[config.mk]
export PLATFORM = sky130hd
export DESIGN_NAME = fcas_sqrt
export DESIGN_NICKNAME = d
export VERILOG_FILES = /design/src/fcas_pkg.sv /design/src/fcas_sqrt.sv
export SDC_FILE = /design/constraint.sdc
export NUM_CORES = 2
export LEC_CHECK = 0
export BUFFER_PORTS_ARGS = -buffer_cell sky130_fd_sc_hd__buf_2
export CAP_MARGIN = 5
export CELL_PAD_IN_SITES_DETAIL_PLACEMENT = 1
export CELL_PAD_IN_SITES_GLOBAL_PLACEMENT = 1
export CORE_UTILIZATION = 45
export DETAILED_ROUTE_END_ITERATION = 16
export PLACE_DENSITY = 0.76
export SYNTH_ARGS = -nofsm -noshare
export SYNTH_HDL_FRONTEND = slang
export SYNTH_MEMORY_MAX_BITS = 65536
export SYNTH_SLANG_ARGS = --single-unit
[constraint.sdc]
create_clock -name clk -period 3.8 [get_ports clk]
set_clock_uncertainty 0.15 [all_clocks]
set_input_delay 0.76 -clock clk [delete_from_list [all_inputs] [get_ports clk]]
set_output_delay 0.76 -clock clk [all_outputs]
set_load 0.05 [all_outputs]
[src/fcas_pkg.sv]
// Shared constants, register codes, stage records and fixed-point helpers for the
// friction circle acceleration selector. No dependencies.
`timescale 1ns / 1ps
`default_nettype none

package fcas_pkg;

  localparam int DW       = 32;
  localparam int FB       = 16;
  localparam int CW       = DW - 1;
  localparam int DIV_LAT  = DW;
  localparam int SQRT_LAT = DW;
  localparam int IDX_W    = 3;

  localparam logic [DW-1:0] WMAX = {1'b0, {(DW-1){1'b1}}};

  localparam longint EPS_RAW = ((longint'(1) << FB) + 500) / 1000;
  localparam logic [DW-1:0] EPS = (EPS_RAW == 0) ? DW'(1) : DW'(EPS_RAW);

  typedef enum logic [IDX_W-1:0] {
    REG_DIST_MODE = 3'd0,
    REG_MAX_ACCEL = 3'd1,
    REG_MAX_LONG  = 3'd2,
    REG_POWER     = 3'd3,
    REG_LAT_COEF  = 3'd4
  } cfg_reg_t;

  typedef struct packed {
    logic                 vld;
    logic signed [DW-1:0] v;
    logic signed [DW-1:0] gs;
    logic                 lay_neg;
    logic                 last;
  } a_side_t;

  typedef struct packed {
    logic                   vld;
    logic signed [DW-1:0]   v;
    logic signed [DW-1:0]   gs;
    logic signed [DW-1:0]   lay;
    logic signed [DW-1:0]   capx;
    logic                   last;
    logic [2*DW-1:0]        gs2;
    logic [2*DW-1:0]        lay2;
    logic [2*DW-1:0]        vsq;
    logic [DW-1:0]          vv;
    logic [2*DW-1:0]        sum;
  } front_t;

  typedef struct packed {
    logic                   vld;
    logic signed [DW-1:0]   v;
    logic signed [DW-1:0]   gs;
    logic signed [DW-1:0]   lay;
    logic signed [DW-1:0]   capx;
    logic [DW-1:0]          capy;
    logic                   last;
    logic [DW-1:0]          root_c;
    logic                   low_norm;
    logic [2*DW-1:0]        pgx;
    logic [2*DW-1:0]        pgy;
    logic [2*DW-1:0]        capy_p;
    logic [2*DW-1:0]        a2;
    logic [2*DW-1:0]        cx2;
    logic [2*DW-1:0]        cy2;
    logic [2*DW-1:0]        rx;
    logic [2*DW-1:0]        ry;
  } mid_t;

  typedef struct packed {
    logic                   vld;
    logic signed [DW-1:0]   v;
    logic signed [DW-1:0]   capx;
    logic [DW-1:0]          capy;
    logic                   low_norm;
    logic                   last;
    logic signed [DW-1:0]   desx;
    logic signed [DW-1:0]   desy;
    logic [DW-1:0]          rdx;
    logic [DW-1:0]          rdy;
  } back_t;

  typedef struct packed {
    logic                   vld;
    logic signed [DW-1:0]   v;
    logic signed [DW-1:0]   num;
    logic signed [DW-1:0]   lng;
    logic                   zs;
    logic                   low_norm;
    logic                   last;
  } end_t;

  typedef struct packed {
    logic signed [DW-1:0] yaw;
    logic signed [DW-1:0] lng;
    logic                 zs;
    logic                 last;
  } out_t;

  function automatic logic [DW-1:0] mag_of(input logic signed [DW-1:0] a);
    return a[DW-1] ? DW'(-a) : a;
  endfunction

  function automatic logic signed [DW-1:0] sat_quo(input logic neg, input logic ovf,
                                                   input logic [DW-1:0] q);
    logic [DW:0] lim;
    logic [DW:0] mag;
    lim = neg ? ((DW+1)'(1) << (DW - 1)) : {1'b0, WMAX};
    mag = (ovf || ({1'b0, q} > lim)) ? lim : {1'b0, q};
    return neg ? DW'(-mag) : DW'(mag);
  endfunction

  function automatic logic [DW-1:0] sat_shr(input logic [2*DW-1:0] p);
    logic [2*DW-1:0] s;
    s = p >> FB;
    return (s > (2*DW)'(WMAX)) ? WMAX : s[DW-1:0];
  endfunction

endpackage

`default_nettype wire

[src/fcas_sqrt.sv]
// Pipelined integer square root, one root bit per stage, floor result.
// Depends on fcas_pkg.
`timescale 1ns / 1ps
`default_nettype none

module fcas_sqrt (
  input  logic                      clk,
  input  logic                      en,
  input  logic [2*fcas_pkg::DW-1:0] rad,
  output logic [fcas_pkg::DW-1:0]   root
);
  import fcas_pkg::*;

  logic [DW:0]     rem_r [SQRT_LAT];
  logic [2*DW-1:0] x_r   [SQRT_LAT];
  logic [DW-1:0]   q_r   [SQRT_LAT];

  logic [DW:0]     rem_in [SQRT_LAT];
  logic [2*DW-1:0] x_in   [SQRT_LAT];
  logic [DW-1:0]   q_in   [SQRT_LAT];

  always_comb begin
    rem_in[0] = '0;
    x_in[0]   = rad;
    q_in[0]   = '0;
    for (int k = 1; k < SQRT_LAT; k++) begin
      rem_in[k] = rem_r[k-1];
      x_in[k]   = x_r[k-1];
      q_in[k]   = q_r[k-1];
    end
  end

  for (genvar k = 0; k < SQRT_LAT; k++) begin : g_stage
    logic [DW+2:0] r2;
    logic [DW+2:0] trial;
    logic [DW+2:0] diff;
    logic          ge;

    always_comb begin
      r2    = {rem_in[k], x_in[k][2*DW-1:2*DW-2]};
      trial = {1'b0, q_in[k], 2'b01};
      diff  = r2 - trial;
      ge    = r2 >= trial;
    end

    always_ff @(posedge clk) begin
      if (en) begin
        rem_r[k] <= ge ? diff[DW:0] : r2[DW:0];
        x_r[k]   <= x_in[k] << 2;
        q_r[k]   <= {q_in[k][DW-2:0], ge};
      end
    end
  end

  assign root = q_r[SQRT_LAT-1];

endmodule

`default_nettype wire

==> qor.json <==
{
  "pwr": {
    "cellLeakagePower_nw": 51.0,
    "power_frac_seq_pct": 46.0,
    "power_spent_charging_and_discharging_nets_mw": 23.6,
    "pwr_density_cell_mw_per_mm2": 608,
    "power.combinational.fraction_pct": 21.4,
    "power.switching_fraction_pct": 29.0,
    "ir_drop_uv": 391,
    "internal_power_mw": 57.6,
    "clock_power_share_pct": 32.6
  },
  "global_route": {
    "gr-usage-met2_pct": 38.5,
    "global_route.usage.total_pct": 20.9,
    "grt_antenna_before_repair": 2,
    "groute.layer.met3.usage_pct": 2.21,
    "maximum_number_of_pins_on_one_net_before_global_route_repair": 114,
    "groute.layer.met1.usage_pct": 25.2,
    "grt.busiest_layer": "met2",
    "grt-ovfl-total": 0,
    "first_global_vias": 76800,
    "grt_first_pass_wirelength_mm": 428
  },
  "cts": {
    "clockBufferDepth": 4,
    "cts_htree_levels": 5,
    "cts_made_buffers": 278,
    "insertion_delay_ns": 0.88,
    "cts_tree": "yes",
    "cts_root_buf": "sky130_fd_sc_hd__clkbuf_16",
    "cts.reportedPaths.clkPinSlew_ns": 0.06,
    "tritoncts_num_sinks": 2495
  },
  "setup_path": {
    "timing.critical_path.slowest_cell_delay_ns": 0.49,
    "crit_path_end_kind": "flip-flop",
    "crit_slowest_cell": "sky130_fd_sc_hd__or4_1",
    "reg2reg_start": "rem_r[1][189]",
    "timing.critical_path.from": "rem_r[1][189]",
    "worstPathCellList": "or3_1, or4_1, or3_1, or4_1, a21oi_2, o211a_1, buf_12, mux2_2",
    "worst_ep_required_time_ns": 4.21,
    "critical_path.n_buffers_inverters": 1,
    "worstPathMaxFanout": 33,
    "worstPathArrival_ns": 4.12,
    "timing.critical_path.from_type": "flip-flop",
    "critical_path.top_delay_family": "simple AND/OR/NAND/NOR gates",
    "criticalPathCategory": "reg -> reg"
  },
  "floorplanning": {
    "io_pins": 98,
    "starting_density_of_the_core_pct": 45.3,
    "core-area_mm2": 0.254,
    "die-width_um": 508,
    "fp-row-count": 185,
    "dieArea_mm2": 0.258,
    "die_h_um": 508
  },
  "sta": {
    "setup_ws_ns": 0.0889,
    "max-slew-margin-rel_pct": 45.3,
    "final_hold_violations": 0,
    "tightest_slew_ns": 0.813,
    "timing.setup.tns_ns": 0,
    "setup_repair_after_global_routing_missed_its_margin": "yes",
    "fmax_mhz": 269,
    "maxSlewViolCount": 0,
    "post-route-period-util_pct": 97.7,
    "final.min_clock_period_ns": 3.71,
    "report.final.setup_viol": 0
  },
  "synthesis": {
    "synth.net_count": 9516,
    "syn_avg_cell_area_um2": 13.0,
    "synthDistinctLibCells": 95,
    "synthCells": 8889,
    "synth.yosys.seq_area_share_pct": 65.0,
    "ys_dominant_reg_cell": "sky130_fd_sc_hd__edfxtp_1",
    "async_flop_share_pct": 0,
    "synthesis.area_mm2": 0.115,
    "number_of_flops_mapped_to_enable_cells_by_yosys": 2495,
    "ys_ff_latch": 2495,
    "synth.yosys.warnings": 0
  },
  "drt": {
    "drt-pass1-iter-count": 5,
    "routed_wl_mm": 274,
    "detailroute.via_count": 72000,
    "detail_route.iter0.violations": 4177,
    "routed_via_density": 5.47,
    "final_ant_viol_nets": 0,
    "remaining_drc_errors": 0,
    "avgRoutedWirePerCell_um": 20.8
  },
  "placed_design": {
    "routabilityCongestion": 0.915,
    "port_buffers": 97,
    "place.detailed.hpwl_mm": 199,
    "detailed_place.area_mm2": 0.123,
    "dpl_worst_slack_ns": -0.212
  },
  "layout": {
    "drive_gt1_share_pct": 11.7,
    "design_area_mm2": 0.133,
    "finalNetCount": 10200,
    "area_of_combinational_cells_with_multiple_inputs_mm2": 0.0380,
    "fillcell_total": 25400,
    "syn_to_final_growth_pct": 15.7,
    "sequential_cell_area_mm2": 0.0749
  },
  "hold_path": {
    "hold_path_startpoint": "rad[62]",
    "hp-class": "in -> reg"
  },
  "outcome": {
    "status": "finished, final reports clean"
  },
  "job": {
    "drv.max_cap_violation_count": 0
  }
}
state kept, by name, indices dropped and copies added (netlist names):
signal / flops
x_r: 992
rem_r: 975
q_r: 528
cell families after synthesis:
kind of cell / synth area share [%]
adders and majority gates: 6.09
xor gates and xnor gates: 5.88
and+or+nand+nor: 10.1
AOI/OAI and AO/OA: 9.51
buffers and inverters: 2.80
DFF: 65.0
other: 0.00325
muxes: 0.673
cell type report:
class	instances	share of cell area, %
Antenna cell	3	0.00562
Clock buffer	328	5.45
Clock inverter	157	1.21
Inverter	708	1.99
Multi-Input combinational cell	5545	28.5
Sequential cell	2495	56.1
Tap cell	3366	3.16
Timing Repair Buffer	555	3.56
final timing paths:
path	to	slack, ns	cells past startpoint
hold reg to reg	x_r[0][589]	0.24	0
hold / removal	q_r[0][0]	0.07	2
setup / recovery	rem_r[1][202]	0.09	8
setup reg to reg	rem_r[1][202]	0.09	8
synth_stat cells, drive strengths merged, types with 61 or more instances:
master / instances / share of area (%)
a21o: 235 / 1.5
a21oi: 433 / 1.9
and3: 61 / 0.34
clkbuf: 104 / 0.34
edfxtp: 2495 / 65
ha: 561 / 6.1
inv: 707 / 2.3
nand2: 756 / 2.5
nand2b: 109 / 0.59
nand3: 127 / 0.56
nand4: 81 / 0.44
nor2: 442 / 1.4
nor2b: 93 / 0.50
nor3: 244 / 1.1
nor4: 110 / 0.61
o21a: 92 / 0.60
o21ai: 597 / 2.6
o31ai: 83 / 0.54
or3: 107 / 0.59
or4: 62 / 0.41
xnor2: 353 / 2.7
xor2: 421 / 3.2
through the flow:
stage / hold slack [ns] / cells / utilization (%) / power [mW]
6_report: 0.0673 / 13200 / 52.5 / 81.2
5_1_grt: 0.0284 / 13200 / 52.5 / 84.9
4_1_cts: 0.00171 / 13100 / 52.1 / 81.6
3_5_place_dp: 0.255 / 12600 / 48.3 / 54.7
3_3_place_gp: 0.250 / 12600 / 48.3 / 54.0
2_1_floorplan: 0.250 / 8889 / - / 47.9
per-layer routing:
metal | wire, µm | up-vias | share of wire (%)
li1 | - | 34200 | -
met1 | 113000 | 36000 | 41
met2 | 143000 | 1187 | 52
met3 | 7920 | 519 | 2.9
met4 | 9680 | 2 | 3.5
met5 | 13 | - | 0.0047
layout by cell type (no fill, tap or decap), drive strengths merged, types with 28 or more instances in the layout:
cell	instances
ha	561
a211oi	35
xnor2	353
clkbuf	329
nor2	442
a31oi	49
edfxtp	2495
buf	491
nor4	110
or3	107
nand4	81
mux2	44
and3	61
clkinv	99
or4	62
mux2i	28
nor2b	93
and2	39
nand3	127
dlygate4sd3	63
a21oi	433
o31ai	83
nand2	756
a21boi	31
or2	48
o21bai	29
o21a	92
xor2	421
inv	719
o21ai	597
nand2b	109
nor3	244
a21o	235
worst register-to-register path: stages (launching register included):
cell	delay, ns
sky130_fd_sc_hd__edfxtp_1	0.44
sky130_fd_sc_hd__or3_1	0.42
sky130_fd_sc_hd__or4_1	0.46
sky130_fd_sc_hd__or3_1	0.39
sky130_fd_sc_hd__or4_1	0.49
sky130_fd_sc_hd__a21oi_2	0.19
sky130_fd_sc_hd__o211a_1	0.28
sky130_fd_sc_hd__buf_12	0.21
sky130_fd_sc_hd__mux2_2	0.40
power groups by stage:
stage	logic, mW	registers [mW]	clock network (mW)
finish	17.4	37.3	26.4
global route	19.3	37.7	28.0
CTS	17.1	37.4	27.1
floorplan	11.3	36.6	0
detailed placement	16.8	37.9	0
global placement	16.2	37.8	0
timing repair:
action,in CTS,in global routing
buffers inserted,4,18
cloned,0,2
gates resized for setup,33,145
pin swaps,8,29
hold buffers,63,0
endpoints found under the setup margin,113,377
endpoints found under the hold margin,63,0
Power figures use the tool's default switching activity.
