File: src/fcas_pkg.sv
// Shared constants, register codes, stage records and fixed-point helpers for the
// friction circle acceleration selector. No dependencies.
`timescale 1ns / 1ps
`default_nettype none

package fcas_pkg;

  localparam int DW       = 32;
  localparam int FB       = 16;
  localparam int CW       = DW - 1;
  localparam int DIV_LAT  = DW;
  localparam int SQRT_LAT = DW;
  localparam int IDX_W    = 3;

  localparam logic [DW-1:0] WMAX = {1'b0, {(DW-1){1'b1}}};

  localparam longint EPS_RAW = ((longint'(1) << FB) + 500) / 1000;
  localparam logic [DW-1:0] EPS = (EPS_RAW == 0) ? DW'(1) : DW'(EPS_RAW);

  typedef enum logic [IDX_W-1:0] {
    REG_DIST_MODE = 3'd0,
    REG_MAX_ACCEL = 3'd1,
    REG_MAX_LONG  = 3'd2,
    REG_POWER     = 3'd3,
    REG_LAT_COEF  = 3'd4
  } cfg_reg_t;

  typedef struct packed {
    logic                 vld;
    logic signed [DW-1:0] v;
    logic signed [DW-1:0] gs;
    logic                 lay_neg;
    logic                 last;
  } a_side_t;

  typedef struct packed {
    logic                   vld;
    logic signed [DW-1:0]   v;
    logic signed [DW-1:0]   gs;
    logic signed [DW-1:0]   lay;
    logic signed [DW-1:0]   capx;
    logic                   last;
    logic [2*DW-1:0]        gs2;
    logic [2*DW-1:0]        lay2;
    logic [2*DW-1:0]        vsq;
    logic [DW-1:0]          vv;
    logic [2*DW-1:0]        sum;
  } front_t;

  typedef struct packed {
    logic                   vld;
    logic signed [DW-1:0]   v;
    logic signed [DW-1:0]   gs;
    logic signed [DW-1:0]   lay;
    logic signed [DW-1:0]   capx;
    logic [DW-1:0]          capy;
    logic                   last;
    logic [DW-1:0]          root_c;
    logic                   low_norm;
    logic [2*DW-1:0]        pgx;
    logic [2*DW-1:0]        pgy;
    logic [2*DW-1:0]        capy_p;
    logic [2*DW-1:0]        a2;
    logic [2*DW-1:0]        cx2;
    logic [2*DW-1:0]        cy2;
    logic [2*DW-1:0]        rx;
    logic [2*DW-1:0]        ry;
  } mid_t;

  typedef struct packed {
    logic                   vld;
    logic signed [DW-1:0]   v;
    logic signed [DW-1:0]   capx;
    logic [DW-1:0]          capy;
    logic                   low_norm;
    logic                   last;
    logic signed [DW-1:0]   desx;
    logic signed [DW-1:0]   desy;
    logic [DW-1:0]          rdx;
    logic [DW-1:0]          rdy;
  } back_t;

  typedef struct packed {
    logic                   vld;
    logic signed [DW-1:0]   v;
    logic signed [DW-1:0]   num;
    logic signed [DW-1:0]   lng;
    logic                   zs;
    logic                   low_norm;
    logic                   last;
  } end_t;

  typedef struct packed {
    logic signed [DW-1:0] yaw;
    logic signed [DW-1:0] lng;
    logic                 zs;
    logic                 last;
  } out_t;

  function automatic logic [DW-1:0] mag_of(input logic signed [DW-1:0] a);
    return a[DW-1] ? DW'(-a) : a;
  endfunction

  function automatic logic signed [DW-1:0] sat_quo(input logic neg, input logic ovf,
                                                   input logic [DW-1:0] q);
    logic [DW:0] lim;
    logic [DW:0] mag;
    lim = neg ? ((DW+1)'(1) << (DW - 1)) : {1'b0, WMAX};
    mag = (ovf || ({1'b0, q} > lim)) ? lim : {1'b0, q};
    return neg ? DW'(-mag) : DW'(mag);
  endfunction

  function automatic logic [DW-1:0] sat_shr(input logic [2*DW-1:0] p);
    logic [2*DW-1:0] s;
    s = p >> FB;
    return (s > (2*DW)'(WMAX)) ? WMAX : s[DW-1:0];
  endfunction

endpackage

`default_nettype wire

File: src/fcas_div.sv
// Pipelined restoring divider, one quotient bit per stage, with overflow flag.
// Depends on fcas_pkg.
`timescale 1ns / 1ps
`default_nettype none

module fcas_div (
  input  logic                          clk,
  input  logic                          en,
  input  logic [2*fcas_pkg::DW-1:0]     dividend,
  input  logic [fcas_pkg::DW-1:0]       divisor,
  output logic [fcas_pkg::DW-1:0]       quo,
  output logic                          ovf
);
  import fcas_pkg::*;

  logic [DW-1:0] rem_r [DIV_LAT];
  logic [DW-1:0] lo_r  [DIV_LAT];
  logic [DW-1:0] quo_r [DIV_LAT];
  logic [DW-1:0] den_r [DIV_LAT];
  logic          ovf_r [DIV_LAT];

  logic [DW-1:0] rem_in [DIV_LAT];
  logic [DW-1:0] lo_in  [DIV_LAT];
  logic [DW-1:0] quo_in [DIV_LAT];
  logic [DW-1:0] den_in [DIV_LAT];
  logic          ovf_in [DIV_LAT];
  logic          ov0;

  assign ov0 = dividend[2*DW-1:DW] >= divisor;

  always_comb begin
    rem_in[0] = ov0 ? '0 : dividend[2*DW-1:DW];
    lo_in[0]  = dividend[DW-1:0];
    quo_in[0] = '0;
    den_in[0] = divisor;
    ovf_in[0] = ov0;
    for (int k = 1; k < DIV_LAT; k++) begin
      rem_in[k] = rem_r[k-1];
      lo_in[k]  = lo_r[k-1];
      quo_in[k] = quo_r[k-1];
      den_in[k] = den_r[k-1];
      ovf_in[k] = ovf_r[k-1];
    end
  end

  for (genvar k = 0; k < DIV_LAT; k++) begin : g_stage
    logic [DW:0] t;
    logic [DW:0] diff;
    logic        ge;

    always_comb begin
      t    = {rem_in[k], lo_in[k][DW-1]};
      diff = t - {1'b0, den_in[k]};
      ge   = t >= {1'b0, den_in[k]};
    end

    always_ff @(posedge clk) begin
      if (en) begin
        rem_r[k] <= ge ? diff[DW-1:0] : t[DW-1:0];
        lo_r[k]  <= lo_in[k] << 1;
        quo_r[k] <= {quo_in[k][DW-2:0], ge};
        den_r[k] <= den_in[k];
        ovf_r[k] <= ovf_in[k];
      end
    end
  end

  assign quo = quo_r[DIV_LAT-1];
  assign ovf = ovf_r[DIV_LAT-1];

endmodule

`default_nettype wire

File: config.mk
export PLATFORM = sky130hd
export DESIGN_NAME = fcas_div
export DESIGN_NICKNAME = d
export VERILOG_FILES = /design/src/fcas_pkg.sv /design/src/fcas_div.sv
export SDC_FILE = /design/constraint.sdc
export NUM_CORES = 2
export LEC_CHECK = 0
export BUFFER_PORTS_ARGS = -buffer_cell sky130_fd_sc_hd__buf_2
export CAP_MARGIN = 20
export CELL_PAD_IN_SITES_DETAIL_PLACEMENT = 1
export CELL_PAD_IN_SITES_GLOBAL_PLACEMENT = 2
export CORE_AREA = 2 2 885 446
export CTS_BUF_LIST = sky130_fd_sc_hd__clkbuf_4
export DETAILED_ROUTE_END_ITERATION = 10
export DIE_AREA = 0 0 887 448
export GPL_TIMING_DRIVEN = 0
export PLACE_DENSITY = 0.81
export SKIP_LAST_GASP = 1
export SLEW_MARGIN = 20
export SYNTH_ARGS = -nofsm -noshare
export SYNTH_HDL_FRONTEND = slang
export SYNTH_MEMORY_MAX_BITS = 65536
export SYNTH_SLANG_ARGS = --single-unit
File: constraint.sdc
create_clock -name clk -period 4.8 [get_ports clk]
set_input_delay 0.24 -clock clk [delete_from_list [all_inputs] [get_ports clk]]
set_output_delay 0.24 -clock clk [all_outputs]
set_load 0.005 [all_outputs]
==> metrics.md <==
| Metric | Value |
|---|---|
| Maximum number of pins on one net before global-route repair | `149` |
| Level count of the clock H-tree | `6` |
| Die Width | `~890 um` |
| Leak Pwr | `between 70 and 80 nW` |
| Max IR drop VDD | `between 200 and 300 uV` |
| Critical register-to-register path endpoint | `rem_r[1][280]$_DFFE_PP_` |
| Number of I/O pins | `131` |
| Highest clock frequency the design can meet | `~210 MHz` |
| Post-layout worst setup margin | `approximately 0.12 ns` |
| Number of global-route vias before repair | `110000` |
| Core region area | `about 390000 sq um` |
| Worst R2R Setup Slack | `0.17 ns` |
| Hpwl dp | `288000 um` |
| CP Max Fanout | `10` |
| Arrival time at the worst endpoint | `roughly 5.8 ns` |
| Fill cell total of the finished layout | `41300` |
| Number of buffers between clock root and the deepest sink | `4` |
| Wirelength, routed | `between 300000 and 400000 um` |
| Startpoint-to-endpoint class of the critical path | `primary input to flip-flop` |
| Net Count, Synth | `13800` |
| Yosys cell types | `about 100` |
| Number of search-and-repair iterations in the first detailed-routing pass | `5` |
| Cell chosen for the clock root | `sky130_fd_sc_hd__clkbuf_4` |
| All-layer global routing usage | `between 10% and 20%` |
| Fraction of synthesis flops using an asynchronous set or reset pin | `0%` |
| Number of clock buffers inserted by TritonCTS | `around 730` |
| Area growth syn-to-layout | `13.0%` |
| Final Cycle Share | `97.5%` |
| Hold Crit Depth | `10` |
| Mapped Cells | `about 13000` |
| Most common cell after layout, fill and taps aside | `sky130_fd_sc_hd__edfxtp_1` |
| Cell type contributing the most total cell area after synthesis | `sky130_fd_sc_hd__edfxtp_1` |
| Most used cells in the layout excluding fill and tap cells | `sky130_fd_sc_hd__edfxtp_1 (3040), sky130_fd_sc_hd__inv_1 (1313), sky130_fd_sc_hd__clkbuf_4 (1059)` |
| Tightest slew margin relative to the limit | `~20%` |
| Number of cell instances on the worst register-to-register path | `13` |
| Worst-case clock skew | `between 0.1 and 0.15 ns` |
| Initial Util | `40.0%` |
| Final global-route overflow total | `0` |
| Clock tree from TritonCTS | `built` |
| Proportion of synthesized chip area in sequential cells | `58.7%` |
| Port Buf Inserts | `130` |
| Worst hold path startpoint | `divisor[13]` |
| Number of violations of the max-capacitance limit | `0` |
| Data required time of the worst path | `5.94 ns` |
| Final critical-path required period | `4.68 ns` |
| Final net count | `15000` |
| Clock edge transition at the registers on the reported setup and hold paths | `0.07 ns` |
| Placed cell count | `18000` |
| Residual DRC | `0` |
| Nature of the critical path endpoint | `flip-flop` |
| Global-route wire length before repair | `roughly 600000 um` |
| Die H | `approximately 450 um` |
| Critical register-to-register path startpoint | `den_r[1][225]$_DFFE_PP_` |
| Via count | `101000` |
| Result of the run | `completed` |
| Cell types occupying the most area after synthesis | `sky130_fd_sc_hd__edfxtp_1 (59%), sky130_fd_sc_hd__ha_1 (8.5%), sky130_fd_sc_hd__inv_1 (3.2%), sky130_fd_sc_hd__a21oi_1 (2.9%), sky130_fd_sc_hd__mux2_2 (2.7%)` |
| Worst Hold Endpoint | `rem_r[0][7]$_DFFE_PP_` |
| Clk Latency, worst-skew pair | `about 1.5 ns` |
| Hold WC Path Type | `primary input to flip-flop` |
| Final hold violations | `0` |
| Portion of synthesized cell area occupied by the leading cell type | `58.7%` |
| Critical path startpoint category | `primary input` |
| Power density normalized to cell area | `658 nW/um^2` |
| Actual slew at the worst max-slew pin | `1.18 ns` |
| Drt wl/cell | `roughly 20 um` |
| Synth Register Bits | `3040` |
| Synth Area per Inst | `12.3 sq um` |
| Number of nets with antenna violations after detailed routing | `0` |
| Warnings, synthesis | `0` |
| Detailed-route vias per instance | `5.16` |
| Cell area after technology mapping | `156000 sq um` |
| Count of flip-flops with a built-in enable after synthesis | `between 3000 and 4000` |
| Global placement routability congestion | `about 0.9` |
| Layout Cells excl Fill | `about 20000` |
| Leading register cell type out of synthesis | `sky130_fd_sc_hd__edfxtp_1` |
| Pre-CTS setup slack | `-3.13 ns` |
| Total Power Consumption | `about 0.12 W` |
| Count of clock tree sinks | `~3000` |
| Final setup viols | `0` |
| Initial drt markers | `4193` |
| Final slew viol count | `0` |
| Row cnt | `162` |
| Core occupancy in the finished layout | `45.2%` |
| Die Footprint | `397000 sq um` |
| Layout cell share with drive strength beyond 1 | `between 10% and 20%` |
| Antenna violations before repair | `7` |
[repair_timing]
| item | CTS | global route |
|---|---|---|
| hold buffers | 313 | 0 |
| resized for setup | 32 | 42 |
| pin swaps | 2 | 2 |
| endpoints found under the setup margin | 193 | 113 |
| gates cloned | 0 | 0 |
| setup buffers | 8 | 2 |
| endpoints found under the hold margin | 776 | 0 |
[synth_stat cells (all sizes together), types with 17 or more instances]
cell     instances
a2111oi         28
a211o           25
a211oi          88
a21boi          58
a21o           476
a21oi          900
a221oi          20
a31o            26
a31oi           89
a41oi           18
and2            68
and3            80
and4            45
buf             72
clkbuf         135
edfxtp        3040
fa              31
ha            1056
inv           1315
mux2           418
mux2i           46
nand2          806
nand2b         144
nand3          178
nand4          133
nor2           647
nor2b          141
nor3           194
nor3b           18
nor4            38
o2111ai         17
o211ai          59
o21a           161
o21ai          738
o21bai         110
o22ai           18
o31a            33
o31ai          103
o41ai           28
or2             43
or3             45
or4             19
xnor2          486
xor2           270
[critical path, cell delays in order]
cell,delay [ns]
sky130_fd_sc_hd__buf_2,0.09
sky130_fd_sc_hd__dlygate4sd3_1,0.56
sky130_fd_sc_hd__ha_1,0.31
sky130_fd_sc_hd__a21oi_1,0.15
sky130_fd_sc_hd__nor2b_1,0.06
sky130_fd_sc_hd__o21ai_0,0.16
sky130_fd_sc_hd__nand2b_1,0.12
sky130_fd_sc_hd__nor3_1,0.18
sky130_fd_sc_hd__o21ai_1,0.15
sky130_fd_sc_hd__a21oi_4,0.16
sky130_fd_sc_hd__clkbuf_4,0.23
sky130_fd_sc_hd__nand2_1,0.14
sky130_fd_sc_hd__inv_1,0.10
sky130_fd_sc_hd__ha_1,0.25
sky130_fd_sc_hd__nor2b_1,0.14
sky130_fd_sc_hd__o21a_1,0.19
sky130_fd_sc_hd__o21ai_1,0.26
sky130_fd_sc_hd__a21oi_2,0.16
sky130_fd_sc_hd__o41ai_4,0.45
sky130_fd_sc_hd__or3b_4,0.49
sky130_fd_sc_hd__a31oi_2,0.28
sky130_fd_sc_hd__a21boi_4,0.25
sky130_fd_sc_hd__buf_12,0.16
sky130_fd_sc_hd__buf_4,0.13
sky130_fd_sc_hd__buf_2,0.22
sky130_fd_sc_hd__o21ai_0,0.15
[stage by stage]
step / hold WS [ns] / setup TNS [ns] / cell area (sq um)
6_report: 0.220 / 0 / 176000
5_1_grt: 0.132 / -0.231 / 176000
3_5_place_dp: 0.405 / -116.43 / 163000
3_3_place_gp: 0.400 / - / 163000
2_1_floorplan: 0.339 / 0 / 156000
4_1_cts: 0.000178 / 0 / 176000
[cell type report]
class	count	area, sq um	area share, %
tap	5166	6460	3.68
buffer	205	945	0.537
clock buffer	1056	7930	4.51
timing repair buffer	478	4550	2.59
multi-input combinational	8078	58700	33.4
antenna	1	2.50	0.00142
clock inverter	174	1020	0.579
sequential	3040	91300	51.9
inverter	1316	4940	2.81
[registers in the layout, summed over array words and instances, names as in the netlist]
signal  flops
den_r     992
lo_r      496
ovf_r      32
quo_r     528
rem_r     992
[cell families after synthesis]
kind of cell	after synthesis	share of synthesized area, %
multiplexers	464	3.40
AND/OR/NAND/NOR	2648	8.21
XOR/XNOR	756	4.26
adder cells (fa/ha/maj)	1087	8.89
flip-flops	3040	58.7
AO/OA/AOI/OAI	3123	12.8
buffers and inverters	1523	3.76
[where the power goes]
| group | leakage [nW] | internal, W | switching [W] |
|---|---|---|---|
| sequential | 29.7 | 0.0383 | 0.00326 |
| clock | 5.34 | 0.0105 | 0.0107 |
| combinational | 35.8 | 0.0226 | 0.0303 |
[metal layers]
metal / part of all wire, % / vias to the layer above / routed length [um] / GRT usage (%)
met3: 2.9 / 1068 / 11100 / 2.94
li1: - / 49600 / - / -
met1: 34 / 48300 / 130000 / 16.9
met4: 7.3 / 16 / 27900 / 12.6
met2: 55 / 1636 / 211000 / 37.9
met5: 0.031 / - / 119 / 0
[worst max path at each step]
stage	from	depth (start not counted)	slack (ns)	endpoint
after floorplan	divisor[25]	23	0.08	rem_r[0][23]$_DFFE_PP_
after global placement	en	1	-45.42	den_r[0][25]$_DFFE_PP_
after detailed placement	divisor[25]	24	-3.13	rem_r[0][24]$_DFFE_PP_
after CTS	dividend[34]	22	0.02	rem_r[0][24]$_DFFE_PP_
after global routing	divisor[9]	27	-0.07	rem_r[0][24]$_DFFE_PP_
final	dividend[45]	26	0.12	rem_r[0][21]$_DFFE_PP_
Note: power is estimated with default switching activity, not from simulation.
